`src/hdl/pbpi_div_cell.sv`:
```
// One restoring division step: shifts in one numerator bit, subtracts the
// divisor if it fits and shifts the quotient bit in. Registered outputs.
// No package dependencies.
module pbpi_div_cell #(
   parameter int DW = 36,
   parameter int QW = 24,
   parameter int SW = 3
) (
   input  logic          clock,
   input  logic          reset,
   input  logic          en,
   input  logic          in_valid,
   input  logic [DW-1:0] in_rem,
   input  logic [DW-1:0] in_den,
   input  logic [QW-1:0] in_nq,
   input  logic [SW-1:0] in_side,
   output logic          out_valid,
   output logic [DW-1:0] out_rem,
   output logic [DW-1:0] out_den,
   output logic [QW-1:0] out_nq,
   output logic [SW-1:0] out_side
);

   logic          valid_ff;
   logic [DW-1:0] rem_ff, rem_in;
   logic [DW-1:0] den_ff;
   logic [QW-1:0] nq_ff, nq_in;
   logic [SW-1:0] side_ff;
   logic [DW:0]   trial, diff;
   logic          take;

   // trial subtract of the divisor from the shifted remainder
   always_comb begin
      trial  = {in_rem, in_nq[QW-1]};
      diff   = trial - {1'b0, in_den};
      take   = ~diff[DW];
      rem_in = take ? diff[DW-1:0] : trial[DW-1:0];
      nq_in  = {in_nq[QW-2:0], take};
   end

   always_ff @(posedge clock) begin
      if (reset) begin
         valid_ff <= 1'b0;
      end else if (en) begin
         valid_ff <= in_valid;
      end
   end

   always_ff @(posedge clock) begin
      if (en) begin
         rem_ff  <= rem_in;
         den_ff  <= in_den;
         nq_ff   <= nq_in;
         side_ff <= in_side;
      end
   end

   assign out_valid = valid_ff;
   assign out_rem   = rem_ff;
   assign out_den   = den_ff;
   assign out_nq    = nq_ff;
   assign out_side  = side_ff;

endmodule

```
`src/hdl/pbpi_divider.sv`:
```
// Chain of division cells, one quotient bit per cell.
// Depends on pbpi_div_cell. Caller guarantees the starting remainder is below the divisor.
module pbpi_divider #(
   parameter int DW = 36,
   parameter int QW = 24,
   parameter int SW = 3
) (
   input  logic          clock,
   input  logic          reset,
   input  logic          en,
   input  logic          in_valid,
   input  logic [DW-1:0] in_rem,
   input  logic [DW-1:0] in_den,
   input  logic [QW-1:0] in_nq,
   input  logic [SW-1:0] in_side,
   output logic          out_valid,
   output logic [QW-1:0] out_q,
   output logic [SW-1:0] out_side,
   output logic          busy
);

   logic [QW:0]   v;
   logic [DW-1:0] rem  [QW+1];
   logic [DW-1:0] den  [QW+1];
   logic [QW-1:0] nq   [QW+1];
   logic [SW-1:0] side [QW+1];

   assign v[0]    = in_valid;
   assign rem[0]  = in_rem;
   assign den[0]  = in_den;
   assign nq[0]   = in_nq;
   assign side[0] = in_side;

   // one cell per quotient bit, most significant first
   for (genvar k = 0; k < QW; k++) begin : g_cell
      pbpi_div_cell #(.DW(DW), .QW(QW), .SW(SW)) u_cell (
         .clock    (clock),
         .reset    (reset),
         .en       (en),
         .in_valid (v[k]),
         .in_rem   (rem[k]),
         .in_den   (den[k]),
         .in_nq    (nq[k]),
         .in_side  (side[k]),
         .out_valid(v[k+1]),
         .out_rem  (rem[k+1]),
         .out_den  (den[k+1]),
         .out_nq   (nq[k+1]),
         .out_side (side[k+1])
      );
   end

   assign out_valid = v[QW];
   assign out_q     = nq[QW];
   assign out_side  = side[QW];
   assign busy      = |v[QW:1];

   // remainder stays below the divisor through the whole chain
   assert property (@(posedge clock) disable iff (reset)
      out_valid |-> (rem[QW] < den[QW] || den[QW] == '0))
      else $error("divider remainder escaped divisor");

endmodule
```
`config.mk`:
```
export PLATFORM = sky130hd
export DESIGN_NAME = pbpi_divider
export DESIGN_NICKNAME = d
export VERILOG_FILES = /design/src/hdl/pbpi_div_cell.sv /design/src/hdl/pbpi_divider.sv
export SDC_FILE = /design/constraint.sdc
export NUM_CORES = 2
export LEC_CHECK = 0
export BUFFER_PORTS_ARGS = -buffer_cell sky130_fd_sc_hd__buf_2
export CORE_UTILIZATION = 40
export CTS_CLUSTER_SIZE = 28
export DETAILED_ROUTE_END_ITERATION = 6
export GPL_TIMING_DRIVEN = 0
export PLACE_DENSITY_LB_ADDON = 0.1
export SLEW_MARGIN = 10
export SYNTH_ARGS = -nofsm -noshare
export SYNTH_HDL_FRONTEND = slang
export SYNTH_HIERARCHICAL = 1
export SYNTH_SLANG_ARGS = --single-unit
```
`constraint.sdc`:
```
create_clock -name clock -period 4.4 [get_ports clock]
set_input_delay 0.22 -clock clock [delete_from_list [all_inputs] [get_ports clock]]
set_output_delay 0.22 -clock clock [all_outputs]
set_load 0.03 [all_outputs]
```
Word level (Yosys, flattened, before mapping). Cells that the tools add are included.

Add/sub/neg operators: 24. Mux-type cells: 23. Bitwise logic cells: 24. Reduce and logical (&&, ||, !) cells: 1.

Operator list (number): subtractor 37 x 36 -> 37 bit (24); 2-to-1 mux 36 bit (23); NOT 1 bit (24); OR reduction 24 bit (1).

Register bits: 2328. Bits of input ports: 103. Output and inout bits: 29.

Logic depth before layout (Yosys ltp).
Depth after elaboration: 2. Depth in mapped cells: 16.

Cells and area by module. Netlist, hierarchy kept.

By module, submodules not included: pbpi_div_cell (g_cell[19].u_cell ...) (instances 10, cells an instance 477, area each 5793.1 um^2); pbpi_div_cell (g_cell[12].u_cell ...) (instances 7, cells an instance 481, area each 5459.0 um^2); pbpi_div_cell (g_cell[2].u_cell ...) (instances 4, cells an instance 467, area each 5629.1 um^2); pbpi_div_cell (g_cell[0].u_cell ...) (instances 2, cells an instance 483, area each 5461.5 um^2); pbpi_div_cell (g_cell[11].u_cell) (instances 1, cells an instance 487, area each 5465.2 um^2); pbpi_divider (instances 1, cells an instance 8, area each 51.3 um^2).

Least setup slack after synthesis. OpenSTA, ideal clock, no wires.

Path type: flip-flop to flip-flop. Start point: register g_cell[1].u_cell.nq_ff[23]. End point: register g_cell[2].u_cell.rem_ff[10], data pin. Setup time: 0.260 ns. Data arrival time: 3.081 ns. Data required time: 4.140 ns. Setup slack: 1.058 ns. Cell stages (with the launch flop): 17. Buffers on the path: 2. Cell sequence: edfxtp_1 inv_1 ha_1 inv_1 fa_1 a21oi_2 o211ai_2 a211oi_1 or4_4 o211a_4 nor2_8 a41o_2 or2_1 buf_6 inv_6 buf_12 mux2_4.

Word-level cells in the longest chain between the ends: 2.

RTL lines: start, declared (RTL line pbpi_div_cell.sv:27) `logic [QW-1:0] nq_ff, nq_in;`; start signal, assigned (RTL line pbpi_div_cell.sv:53) `nq_ff <= nq_in;`; subtractor 37 x 36 -> 37 bit (RTL line pbpi_div_cell.sv:35) `diff = trial - {1'b0, in_den};`; 2-to-1 mux 36 bit (RTL line pbpi_div_cell.sv:37) `rem_in = take ? diff[DW-1:0] : trial[DW-1:0];`; net g_cell[2].u_cell.rem_in[10] (RTL line pbpi_div_cell.sv:25) `logic [DW-1:0] rem_ff, rem_in;`; end signal, assigned (RTL line pbpi_div_cell.sv:51) `rem_ff <= rem_in;`; end, declared (RTL line pbpi_div_cell.sv:25).

The timed path passes the listed nets, and every way through them passes these cells. A chain may end at the register's enable or synchronous reset.

Final worst setup path.
Start point: register g_cell[10].u_cell.den_ff[29]. End point: register g_cell[11].u_cell.rem_ff[22], data pin.

Word-level cells in the longest chain between the ends: 2.

RTL lines: start, declared (RTL line pbpi_div_cell.sv:26) `logic [DW-1:0] den_ff;`; start signal, assigned (RTL line pbpi_div_cell.sv:52) `den_ff <= in_den;`; subtractor 37 x 36 -> 37 bit (RTL line pbpi_div_cell.sv:35); 2-to-1 mux 36 bit (RTL line pbpi_div_cell.sv:37); net g_cell[11].u_cell.rem_in[22] (RTL line pbpi_div_cell.sv:25); end signal, assigned (RTL line pbpi_div_cell.sv:51); end, declared (RTL line pbpi_div_cell.sv:25).

The timed path passes the listed nets, and every way through them passes these cells.

==> metrics.md <==
| Metric | Value |
|---|---|
| DR DRC count | 0 |
| Clock slew seen by the registers of the worst setup and hold paths | ~60 ps |
| Worst R2R Setup Slack | between 40 and 50 ps |
| Cell family contributing the most delay on the critical path | compound AO/OA/AOI/OAI gates |
| Count of non-filler cells in the finished layout | roughly 16,000 |
| Routability-driven placement congestion ratio | 0.926 |
| Number of I/O pins | 132 |
| VDD IR max | between 0.0003 and 0.0004 V |
| Number of buffers and inverters on the critical path | 2 |
| H-tree levels | 5 |
| Max stage delay cell, worst path | sky130_fd_sc_hd__edfxtp_1 |
| Total via count in the routed design | just under 90,000 |
| # rows | ~210 |
| GRT overflow | 0 |
| Hold Vio Cnt, Final | 0 |
| Number of setup violations in the final report | 0 |
| Average size of a mapped cell | 11.8 sq um |
| Maximum number of pins on one net before global-route repair | 166 |
| Worst Hold Class | in -> reg |
| Data arrival, critical path | just under 5000 ps |
| Clock tree from TritonCTS | yes |
| CP Launch Point | g_cell[10].u_cell/out_den[29]$_DFFE_PP_ |
| Kind of end point of the critical path | register |
| Final cell utilization of the core | between 40% and 50% |
| Net total in the final layout | roughly 13,000 |
| Number of fill cells | around 30,000 |
| Estimated wirelength of the detail-placed design | ~280 mm |
| Synthesized Nets | approximately 12,000 |
| Worst hold endpoint | g_cell[0].u_cell/out_nq[15]$_DFFE_PP_ |
| Worst reg2reg path startpoint | g_cell[10].u_cell/out_den[29]$_DFFE_PP_ |
| First-pass GRT wire length | between 500 and 600 mm |
| Via count of the first global-routing pass | ~85,000 |
| Longest Clk Path Bufs | 4 |
| Synth Warn # | 6 |
| Area of the die | between 300,000 and 400,000 sq um |
| Critical path cell sequence | inv_1 > ha_1 > a211oi_1 > nor2_1 > nor4_1 > o31ai_1 > mux2i_1 > o41a_1 > nand2_1 > buf_2 > o21ai_1 |
| Remaining max-slew budget at the tightest pin | between 20 and 30% |
| Power density cells | ~820 nW/um^2 |
| Source-to-sink clock delay at the later pin of the worst-skew pair | 900 ps |
| Total core area | around 330,000 sq um |
| Hold path startpoint | in_nq[14] |
| Setup TNS after final layout | 0 ps |
| Routed length per placed instance | roughly 22 um |
| Worst-path fanout max | 10 |
| Leakage component of the power | 60.4 nW |
| Crit Path Category | reg -> reg |
| Vias per cell | approximately 5.4 |
| Total wirelength of the detailed-routed design | 359 mm |
| Quantity of I/O buffers inserted on ports | between 100 and 150 |
| Final critical-path required period | about 4400 ps |
| Drt first pass iters | 6 |
| Pin slew with the least headroom to its limit | just over 1000 ps |
| P&R area growth vs syn | 12.8% |
| Number of max-slew violations in the final report | 0 |
| Category of the worst setup path launch point | register |
| Peak per-stage delay on the critical path | approximately 800 ps |
| Total power | approximately 120 mW |
| Multi-input gate area | between 50,000 and 60,000 sq um |
| Cell area after technology mapping | ~130,000 sq um |
| WP data required | 4980 ps |
| Worst hold path depth | 2 |
| Sequential Area | 69,700 sq um |
| Detailed router's first-iteration violation count | around 6,600 |
| Ratio of final minimum period to clock period | about 100% |
| Final worst setup slack | ~46 ps |
| Number of cells in the design after placement | 15,600 |
| Share of final-layout standard cells stronger than drive strength 1 | 11.1% |
| Combined global-route utilization of all metal layers | a little over a fifth |
| Die Y-Extent | about 570 um |
| Initial core utilization | between 40 and 50% |
| Number of maximum-capacitance constraint violations | 0 |
| Detail Route Antenna Nets | 0 |
| Number of instances in the synthesized netlist | between 10,000 and 15,000 |
| Terminus of the critical flop-to-flop path | g_cell[11].u_cell/out_rem[22]$_DFFE_PP_ |
| Outcome | finished, final reports clean |
| Clock sink count | between 2,000 and 2,500 |
| Max Freq | between 0.2 and 0.25 GHz |
| Inserted Clock Buffers | approximately 280 |
| Root cell of the clock tree | sky130_fd_sc_hd__clkbuf_16 |
| Depth of the most critical reg-to-reg path | 11 |
| Number of antenna violations at the first check in global routing | 45 |
| Die W | around 570 um |
| Dpl ws | -439 ps |
| Max Clock Skew | approximately 58 ps |
[registers in the layout (all words and copies together) (netlist names)]
register                 flops
g_cell.u_cell/out_nq       576
g_cell.u_cell/out_valid     24
g_cell.u_cell/out_side      72
g_cell.u_cell/out_den      828
g_cell.u_cell/out_rem      828
[metal layers]
metal  GRT usage, %  vias up  routed length [um]  part of all wire [%]
met5              0        -                 300                 0.084
li1               -    42600                   -                     -
met4           5.43        2                8860                   2.5
met1           32.1    42400              180000                    50
met3           2.72      410               18700                   5.2
met2           31.6     2101              151000                    42
[metrics by stage]
stage | hold WS (ps) | area [sq um]
global placement | 396 | 137000
CTS | 2.11 | 148000
floorplan | 292 | 131000
detailed placement | 399 | 138000
global route | 40.1 | 148000
finish | 85.3 | 148000
[worst reg2reg max path: stages, from the launching register on]
cell                       delay (ps)
sky130_fd_sc_hd__edfxtp_1         800
sky130_fd_sc_hd__inv_1            110
sky130_fd_sc_hd__ha_1             440
sky130_fd_sc_hd__a211oi_1         120
sky130_fd_sc_hd__nor2_1           170
sky130_fd_sc_hd__nor4_1            80
sky130_fd_sc_hd__o31ai_1          550
sky130_fd_sc_hd__mux2i_1          270
sky130_fd_sc_hd__o41a_1           160
sky130_fd_sc_hd__nand2_1          310
sky130_fd_sc_hd__buf_2            390
sky130_fd_sc_hd__o21ai_1          650
[where the power goes]
group          leakage, nW  total, mW  internal (mW)  switching, mW
registers             22.8       36.9           32.8           4.14
logic                 33.3       62.0           26.4           35.6
clock network         4.22       22.2           13.0           9.20
total                 60.4        121           72.2           49.0
[cells in the final DEF (no fill, tap or decap), types with 58 or more instances in the layout]
cell,count
sky130_fd_sc_hd__a211oi_1,84
sky130_fd_sc_hd__a21boi_0,58
sky130_fd_sc_hd__a21o_1,458
sky130_fd_sc_hd__a21oi_1,795
sky130_fd_sc_hd__a31oi_1,81
sky130_fd_sc_hd__and2_1,78
sky130_fd_sc_hd__and3_1,144
sky130_fd_sc_hd__buf_2,181
sky130_fd_sc_hd__clkbuf_1,139
sky130_fd_sc_hd__clkbuf_16,281
sky130_fd_sc_hd__dlygate4sd3_1,109
sky130_fd_sc_hd__edfxtp_1,2304
sky130_fd_sc_hd__ha_1,863
sky130_fd_sc_hd__inv_1,1019
sky130_fd_sc_hd__mux2_4,328
sky130_fd_sc_hd__nand2_1,1015
sky130_fd_sc_hd__nand2b_1,108
sky130_fd_sc_hd__nand3_1,174
sky130_fd_sc_hd__nor2_1,451
sky130_fd_sc_hd__nor2b_1,90
sky130_fd_sc_hd__nor3_1,132
sky130_fd_sc_hd__o21a_1,113
sky130_fd_sc_hd__o21ai_0,624
sky130_fd_sc_hd__o21ai_1,130
sky130_fd_sc_hd__o31ai_1,121
sky130_fd_sc_hd__xnor2_1,370
sky130_fd_sc_hd__xor2_1,308
[what timing repair did]
action / in CTS / in global routing
buffers inserted: 2 / 3
pin swaps: 0 / 2
cloned: 0 / 1
setup endpoints to repair: 246 / 442
hold buffers: 110 / 0
gates resized for setup: 26 / 29
hold endpoints to repair: 185 / 0
[worst max path at each step]
| stage | end | slack (ps) | cells after the start |
|---|---|---|---|
| final | g_cell[11].u_cell/out_rem[22]$_DFFE_PP_ | 50 | 11 |
| after global routing | g_cell[12].u_cell/out_rem[9]$_DFFE_PP_ | -10 | 14 |
| after CTS | g_cell[21].u_cell/out_rem[30]$_DFFE_PP_ | 10 | 15 |
| after detailed placement | g_cell[15].u_cell/out_nq[23]$_DFFE_PP_ | -440 | 7 |
| after global placement | g_cell[23].u_cell/out_nq[10]$_DFFE_PP_ | -34250 | 1 |
| after floorplan | g_cell[2].u_cell/out_rem[10]$_DFFE_PP_ | 1060 | 16 |
[final cells by class]
| type | count | share of cell area (%) |
|---|---|---|
| diodes | 38 | 0.0642 |
| plain buffers | 235 | 1.26 |
| clock buffers | 338 | 4.88 |
| clock inverters | 153 | 0.999 |
| inverters | 1045 | 2.70 |
| multi-input cells | 7558 | 37.8 |
| flip-flops and latches | 2328 | 47.1 |
| well taps | 4325 | 3.66 |
| repair buffers | 263 | 1.57 |
No activity file was read; power rests on OpenSTA's default activity.
